--- config.mk ---
export PLATFORM = sky130hd
export DESIGN_NAME = wsa_ram
export DESIGN_NICKNAME = d
export VERILOG_FILES = /design/src/rtl/wsa_ram.sv
export SDC_FILE = /design/constraint.sdc
export NUM_CORES = 2
export LEC_CHECK = 0
export BUFFER_PORTS_ARGS = -buffer_cell sky130_fd_sc_hd__buf_2
export CAP_MARGIN = 20
export CORE_ASPECT_RATIO = 1.25
export CORE_MARGIN = 2
export CORE_UTILIZATION = 30
export DETAILED_ROUTE_END_ITERATION = 7
export GPL_TIMING_DRIVEN = 0
export PLACE_DENSITY_LB_ADDON = 0.15
export SKIP_CTS_REPAIR_TIMING = 1
export SLEW_MARGIN = 20
export SYNTH_ARGS = -nofsm -noshare
export SYNTH_HDL_FRONTEND = slang
export SYNTH_SLANG_ARGS = --single-unit
export TNS_END_PERCENT = 1
--- constraint.sdc ---
create_clock -name clk -period 3.4 [get_ports clk]
set_input_delay 0.68 -clock clk [delete_from_list [all_inputs] [get_ports clk]]
set_output_delay 0.68 -clock clk [all_outputs]
set_load 0.1 [all_outputs]
--- src/rtl/wsa_ram.sv ---
// ----------------------------------------------------------------------------
// wsa_ram
// Simple dual-port RAM: one write port, one read port, registered read data.
// ----------------------------------------------------------------------------
module wsa_ram #(
  parameter int WIDTH = 16,
  parameter int DEPTH = 128
) (
  input  logic                     clk,
  input  logic                     wr_en,
  input  logic [$clog2(DEPTH)-1:0] wr_addr,
  input  logic [WIDTH-1:0]         wr_data,
  input  logic [$clog2(DEPTH)-1:0] rd_addr,
  output logic [WIDTH-1:0]         rd_data
);

  logic [WIDTH-1:0] mem [DEPTH];

  always_ff @(posedge clk) begin
    if (wr_en) begin
      mem[wr_addr] <= wr_data;
    end
    rd_data <= mem[rd_addr];
  end

endmodule

==> flow_summary.ini <==
[status]
status = finished with violations
violations = setup timing

[pwr]
power.density_nw_per_um2 = 586
power.ir.vdd_worst_v = 0.000385
p_leak_nw = 27.8

[critical_path]
setup_crit_end_kind = register
path_cells = clkbuf_2, clkbuf_2, clkbuf_2, mux4_2, mux4_2, mux4_2, mux2_2
worst_r2r_startpoint = mem[23][5]
slowest_cell_on_the_critical_path = sky130_fd_sc_hd__mux4_2
crit_type = in -> reg
critPathMaxFanout = 10
crit_path_largest_cell_delay_ns = 0.63
crit-reg2reg-capture = rd_data[5]
critical_path_required_ns = 4.15
arrival_ns = 4.18
crit_path_start_kind = input port
worst_r2r_path_depth = 4
reg2reg_setup_slack_ns = 0.75

[drt]
drc = 0
total_number_of_vias = 35088
average_wire_length_per_cell_after_detail_routing_um = 32.3
drt.antenna.violating_nets = 0
drt-vias-per-instance = 4.92
total_wire_length_um = 230000
tritonroute_pass_1_iters = 6
dr.first_iter.drc_count = 2921

[placement]
gp_routability_congestion = 0.796
hpwlAfterDp_um = 156000
placement.io_buffers = 37
dp_worst_setup_slack_ns = -1.82
placement.cell_area_sq_um = 85500
place.detailed.instances = 6731

[sta]
slew-limit-headroom_pct = 27.2
post-route-worst-setup-slack_ns = -0.0348
hold_viol_final = 0
tightest_slew_ns = 1.09
setup_viol = 11
min_period_over_period_pct = 101
maxSlewViolCount = 0
final.setup_skew_ns = 0.0525
timing.fmax_mhz = 291
rsz0062_at_grt = true
fin_crit_ns = 3.43
whs_ns = 0.0686

[synth]
number_of_enable_type_register_cells_in_the_synthesized_netlist = 2048
netlist.top_cell.by_area = sky130_fd_sc_hd__edfxtp_1
synth_seq_cells = 2064
ys_types = 17
async_reset_ff_share_pct = 0
avgSynthCellArea_sq_um = 25.4
synth_seq_area_share_pct = 78.7
post_synth_main_area_contributors = sky130_fd_sc_hd__edfxtp_1, sky130_fd_sc_hd__mux4_2, sky130_fd_sc_hd__nor2_1
synthesis.instances = 3086
mappedNetlistArea_sq_um = 78500
synth_top_area_share_pct = 78.3
synth-warning-count = 0
synth.top_cells.by_count = sky130_fd_sc_hd__edfxtp_1, sky130_fd_sc_hd__mux4_2, sky130_fd_sc_hd__nor2_1
yosysMostFrequentCell = sky130_fd_sc_hd__edfxtp_1
yosys_most_used_dff = sky130_fd_sc_hd__edfxtp_1
synth_fp_nets = 3118

[min_path]
holdCritStartpoint = wr_data[5]
timing.hold.worst_endpoint = mem[33][5]
hold_crit_class = in -> reg
timing.hold.worst_path_depth = 1

[floorplanning]
floorplan.die.height_um = 576
initial_core_util_pct = 30.1
die_area_sq_um = 266000
floorplan_row_count = 210
floorplan.io_pins = 48
core_area_sq_um = 261000
die-width_um = 462

[global_routing]
grt_pass1_vias = 36963
grt_pass1_wl_um = 316000
grt_util_all_layers_pct = 17.3
grt_start_max_net_pins = 85
global_route.overflow_total = 0
grt_antenna_before_repair = 32

[layout]
footprint_of_the_multi_input_gates_sq_um = 16600
flow.area_growth_from_synthesis_pct = 17.4
num-nets-final = 3481
drive_gt1_share_pct = 38.0
finish.cell_count_without_fillers = 7130
design_area_sq_um = 92200
seq_area_sq_um = 61800
nFillCells = 24069

[clocking]
tritoncts = built
htree_num_levels = 4
max-clock-path-buffers = 4
root_buffer = sky130_fd_sc_hd__clkbuf_16
tritoncts.num_buffers = 214
clkLatencyLatePin_ns = 0.87
clk_pin_slew_ns = 0.06
clock-sinks = 2064

[flow_run]
max-cap-violations = 0
## worst max path at each step
stage / start / end / slack (ns)
after floorplan: rd_addr[0] / rd_data[0] / 0.22
after global placement: rd_addr[2] / rd_data[4] / -2.65
after detailed placement: rd_addr[2] / rd_data[10] / -1.82
after CTS: rd_addr[2] / rd_data[12] / -0.90
after global routing: rd_addr[2] / rd_data[4] / -0.02
final: rd_addr[2] / rd_data[5] / -0.03
## sequential cells by signal, summed over array words and instances (netlist names)
signal,count
mem,2048
rd_data,16
## logic make-up after synthesis
kind of cell	after synthesis	share of synthesized area [%]
buffers and inverters	164	0.881
flip-flops	2064	78.7
multiplexers	688	19.5
AND/OR/NAND/NOR	170	0.888
## critical path, delay by kind of cell
family	cells	cell delay [ns]
buffers and inverters	3	1.44
multiplexers	4	2.00
## layer usage
metal  vias up  global-route usage, %  share of wire, %
met1     19534                   21.5                39
met4        12                   6.94               4.5
li1      14257                      -                 -
met5         -                      0             0.036
met3       372                   2.50               4.4
met2       913                   30.1                52
## layout by cell type, fill, tap and decap left out, types with 7 or more instances in the layout
cell	instances
sky130_fd_sc_hd__clkinv_2	42
sky130_fd_sc_hd__mux4_2	672
sky130_fd_sc_hd__nand2_1	14
sky130_fd_sc_hd__buf_16	24
sky130_fd_sc_hd__mux2_2	16
sky130_fd_sc_hd__buf_1	12
sky130_fd_sc_hd__clkbuf_16	218
sky130_fd_sc_hd__clkinv_1	48
sky130_fd_sc_hd__clkbuf_4	16
sky130_fd_sc_hd__edfxtp_1	2048
sky130_fd_sc_hd__buf_2	64
sky130_fd_sc_hd__dfxtp_1	16
sky130_fd_sc_hd__nor2b_1	7
sky130_fd_sc_hd__buf_4	20
sky130_fd_sc_hd__buf_6	67
sky130_fd_sc_hd__nor2_2	65
sky130_fd_sc_hd__diode_2	12
sky130_fd_sc_hd__bufinv_16	11
sky130_fd_sc_hd__clkbuf_1	77
sky130_fd_sc_hd__clkbuf_2	60
sky130_fd_sc_hd__nor2_4	54
sky130_fd_sc_hd__nor3_2	9
sky130_fd_sc_hd__buf_8	15
sky130_fd_sc_hd__nand3_1	12
## layout make-up
cell class,count,area share (%)
well taps,3498,4.75
repair buffers,147,2.09
flip-flops and latches,2064,67.1
diodes,12,0.0326
multi-input cells,858,18.0
clock inverters,118,0.988
plain buffers,164,0.890
clock buffers,269,6.16
## per-stage QoR
step / util (%) / power (W) / TNS [ns]
global placement: 31.8 / 0.0319 / -2179.29
detailed placement: 32.7 / 0.0320 / -193.27
floorplan: - / 0.0303 / 0
global route: 35.3 / 0.0557 / -0.0181
finish: 35.3 / 0.0540 / -0.203
CTS: 35.3 / 0.0547 / -12.68
## power breakdown
group          switching [W]  internal (W)
clock network        0.00995        0.0126
registers          0.0000273        0.0281
logic                0.00220       0.00111
Power figures use the tool's default switching activity.
