$ cat config.mk
export PLATFORM = sky130hd
export DESIGN_NAME = wsa_div
export DESIGN_NICKNAME = d
export VERILOG_FILES = /design/src/rtl/wsa_div.sv
export SDC_FILE = /design/constraint.sdc
export NUM_CORES = 1
export LEC_CHECK = 0
export BUFFER_PORTS_ARGS = -buffer_cell sky130_fd_sc_hd__buf_4
export CORE_MARGIN = 3
export CORE_UTILIZATION = 50
export CTS_CLUSTER_SIZE = 16
export DETAILED_ROUTE_END_ITERATION = 8
export PLACE_DENSITY_LB_ADDON = 0.12
export SYNTH_ARGS = -nofsm -noshare
export SYNTH_HDL_FRONTEND = slang
export SYNTH_SLANG_ARGS = --single-unit
$ cat constraint.sdc
create_clock -name clk -period 8.7 [get_ports clk]
set_input_delay 1.74 -clock clk [delete_from_list [all_inputs] [get_ports clk]]
set_output_delay 1.74 -clock clk [all_outputs]
set_load 0.01 [all_outputs]
$ cat src/rtl/wsa_div.sv
// ----------------------------------------------------------------------------
// wsa_div
// Restoring divider, one quotient bit per cycle. The caller guarantees that
// the upper part of the numerator is below the divisor.
// ----------------------------------------------------------------------------
module wsa_div #(
  parameter int NUM_W = 40,
  parameter int DEN_W = 24,
  parameter int Q_W   = 16
) (
  input  logic             clk,
  input  logic             rst,
  input  logic             start,
  input  logic [NUM_W-1:0] num,
  input  logic [DEN_W-1:0] den,
  output logic             done,
  output logic [Q_W-1:0]   quo
);

  localparam int CNT_W = $clog2(Q_W + 1);

  logic [DEN_W-1:0] rem;
  logic [DEN_W-1:0] den_r;
  logic [Q_W-1:0]   nsh;
  logic [CNT_W-1:0] cnt;
  logic             active;
  logic [DEN_W:0]   trial;
  logic             qbit;

  always_comb begin
    trial = {rem, nsh[Q_W-1]};
    qbit  = (trial >= {1'b0, den_r});
  end

  always_ff @(posedge clk) begin
    if (rst) begin
      active <= 1'b0;
      done   <= 1'b0;
      cnt    <= '0;
    end else begin
      done <= 1'b0;
      if (start) begin
        rem    <= DEN_W'(num >> Q_W);
        nsh    <= num[Q_W-1:0];
        den_r  <= den;
        cnt    <= CNT_W'(Q_W);
        active <= 1'b1;
      end else if (active) begin
        // shift in one numerator bit, subtract when it fits
        rem <= qbit ? DEN_W'(trial - {1'b0, den_r}) : trial[DEN_W-1:0];
        quo <= {quo[Q_W-2:0], qbit};
        nsh <= {nsh[Q_W-2:0], 1'b0};
        cnt <= cnt - 1'b1;
        if (cnt == CNT_W'(1)) begin
          active <= 1'b0;
          done   <= 1'b1;
        end
      end
    end
  end

endmodule

==> run_results.csv <==
group,metric,value,unit
outcome,status,"complete, no violations",
yosys,synth_edf_count,80,
global_routing,grt-ovfl-total,0,
cts,cts_tree,"built",
timing,period_needed,3670,ps
cts,worstSkewPairLatency,370,ps
pwr,intPower,0.000752,W
yosys,synth-seq-cells,87,
drt,drt_iter0_drc,124,
floorplan,io_pins,84,
yosys,yosysWarnings,0,
yosys,async_flop_share,0,
worst_setup_path,worst_ep_arrival_time,3710,ps
pwr,seqPwrFrac,0.473,
drt,drc,0,
worst_setup_path,crit_path_start_kind,"input port",
cts,cts_setup_buffers,0,
timing,fin_skew,9.86,ps
final_layout,fill_cells,756,
global_routing,grt_pass1_vias,3408,
timing,max_freq,272,MHz
drt,dr.pass1.iters,4,
floorplan,die_area,10700,sq um
placed_design,place.gp.congestion,0.802,
min_path,whs_path_depth,0,
final_layout,antenna_cells,0,
timing,rsz0062_at_grt,"no",
yosys,ys_seq_area_frac,0.533,
yosys,synthCells,413,
timing,setup_viol,0,
pwr,powerDensity,187,nW/um^2
timing,tns,0,ps
worst_setup_path,r2r-end,"rem[21]",
worst_setup_path,path_max_fanout,61,
floorplan,row_count,35,
pwr,ir_drop,76.3,uV
placed_design,dp_hpwl,6.82,mm
worst_setup_path,regToRegSetupSlack,5100,ps
floorplan,initial_core_util,0.516,
pwr,p_leak,2.32,nW
cts,h-tree-depth,3,
cts,cts_buffer_depth,2,
pwr,pwr-share-clk,0.283,
worst_setup_path,ff2ff_path_depth,9,
global_routing,grt_pass1_wl,16.5,mm
timing,finalHoldViolations,0,
yosys,synthFlopType,"edfxtp_1",
global_routing,grt_max_degree,62,
final_layout,area_growth,20.2,%
timing,period_share,0.422,
min_path,min_from,"quo[12]",
pwr,comb_power_share,0.244,
drt,num_vias,3429,
job,maxCapViolations,0,
floorplan,die-width,104,um
yosys,avgSynthCellArea,11.5,sq um
timing,worst_pin_slew,1180,ps
floorplan,die_y,104,um
yosys,syn_area,4770,sq um
floorplan,fp.coreArea,9240,sq um
pwr,power_switching,0.000319,W
cts,holdBufCountCts,0,
final_layout,drive_gt1_frac,0.259,
global_routing,antenna_found_initial,0,
cts,numCtsBuffers,9,
drt,antenna_left,0,
yosys,syn_nets,507,
worst_setup_path,cp.required,8740,ps
final_layout,nets,584,
cts,cts-resized-gates,0,
worst_setup_path,timing.rr.start,"rem[15]",
timing,relSlewSlack,0.212,
drt,wl_per_cell,15.5,um
placed_design,numPortBuffers,83,
yosys,ys_types,57,
pwr,switching_share,0.298,
global_routing,grt_usage,0.187,
drt,wirelength,9.66,mm
cts,clock-sinks,87,
worst_setup_path,path_class,"input port to flop",
pwr,total_power,0.00107,W
timing,drv_slew,0,
min_path,hold_path.class,"flop to flop",
drt,viasPerCell,5.50,
min_path,min_to,"quo[13]",
cts,cts-root-buf,"clkbuf_8",
cts,clkTransAtPathRegs,100,ps
worst_setup_path,end_kind,"flop",
worst max-delay path: stages:
cell and delay, ps:
buf_4 480, clkinv_1 800, nor2_2 280, buf_4 360
through the flow:
step                instance area, sq um  utilization  hold slack [ps]  setup slack (ps)  cells
detailed placement                  5520        0.597              440              4610    608
global placement                    5520        0.597              433              4660    608
finish                              5730        0.620              454              5030    624
global route                        5730        0.620              479              4810    624
CTS                                 5730        0.620              464              5010    624
floorplan                           4770            -              469              4270    413
how the worst max path moves through the flow:
stage	startpoint	endpoint	slack, ps
2_1_floorplan	start	nsh[0]	4270
3_3_place_gp	start	den_r[8]	4660
3_5_place_dp	start	den_r[7]	4610
4_1_cts	start	den_r[11]	5010
5_1_grt	start	den_r[11]	4810
6_report	start	den_r[3]	5030
final cells by class:
cell class	instances	area [sq um]	area share
Clock buffer	9	124	0.0216
Clock inverter	7	90.1	0.0157
Inverter	32	120	0.0210
Multi-Input combinational cell	275	2060	0.359
Sequential cell	87	2540	0.444
Tap cell	129	161	0.0282
Timing Repair Buffer	85	638	0.111
layout by cell type, fill, tap and decap left out, types with 2 or more instances in the layout:
cell type   instances
o311ai_0           13
and4_1              2
nor2_1             19
nand3b_1            2
a21oi_1            22
a2bb2oi_1           2
inv_1              31
o21ai_0            12
buf_4              85
nand4_1             2
nor2b_1             2
inv_6               2
clkinvlp_4          2
mux2_2             16
nand2_1            32
clkbuf_8            9
nor3_1              8
ha_1               26
a31o_2              2
xnor2_1            12
mux2i_1             9
a21o_1             11
a211oi_1            5
dfxtp_1             7
o21a_1              4
nor4b_1             2
and3_1              7
edfxtp_1           80
nand3_1            17
a31oi_1             3
xor2_1             10
nand2b_1            5
and2_1              4
per-layer routing:
layer	up-vias	part of all wire	global-route usage
met4	0	0.016	0.0608
met1	1650	0.46	0.258
met3	13	0.043	0.0399
li1	1695	-	-
met5	-	0	0
met2	71	0.48	0.297
sequential cells by signal, indices dropped and copies added (netlist names):
name	cells
active	1
rem	24
quo	16
done	1
cnt	5
den_r	24
nsh	16
Yosys cell counts (3+ instances only):
cell	instances	area, sq um
mux2i_1	9	90.1
nand3_1	17	85.1
nor2_1	21	78.8
a21oi_1	22	110
a21o_1	11	82.6
edfxtp_1	80	2400
clkbuf_1	16	60.1
a211oi_1	5	37.5
dfxtp_1	7	140
inv_1	31	116
o21a_1	4	30.0
and3_1	7	43.8
nand2_1	32	120
and2_1	4	25.0
o311ai_0	13	114
mux2_2	16	180
a31oi_1	3	18.8
o21ai_0	12	60.1
xor2_1	10	87.6
nor3_1	8	40.0
xnor2_1	12	105
nand2b_1	5	31.3
ha_1	26	325
cells by family after synthesis:
family / Yosys count / share of synthesized area
flip-flops: 87 / 0.533
buffers and inverters: 51 / 0.0414
AO/OA/AOI/OAI: 93 / 0.146
adder cells (fa/ha/maj): 27 / 0.0724
multiplexers: 25 / 0.0567
XOR/XNOR: 22 / 0.0404
AND/OR/NAND/NOR: 108 / 0.110
power by group through the flow:
stage | Combinational (W) | Clock [W] | Sequential (W)
global placement | 0.000254 | 0 | 0.000515
detailed placement | 0.000261 | 0 | 0.000516
floorplan | 0.000190 | 0 | 0.000513
finish | 0.000261 | 0.000303 | 0.000506
global route | 0.000293 | 0.000327 | 0.000510
CTS | 0.000263 | 0.000309 | 0.000507
Power figures use the tool's default switching activity.
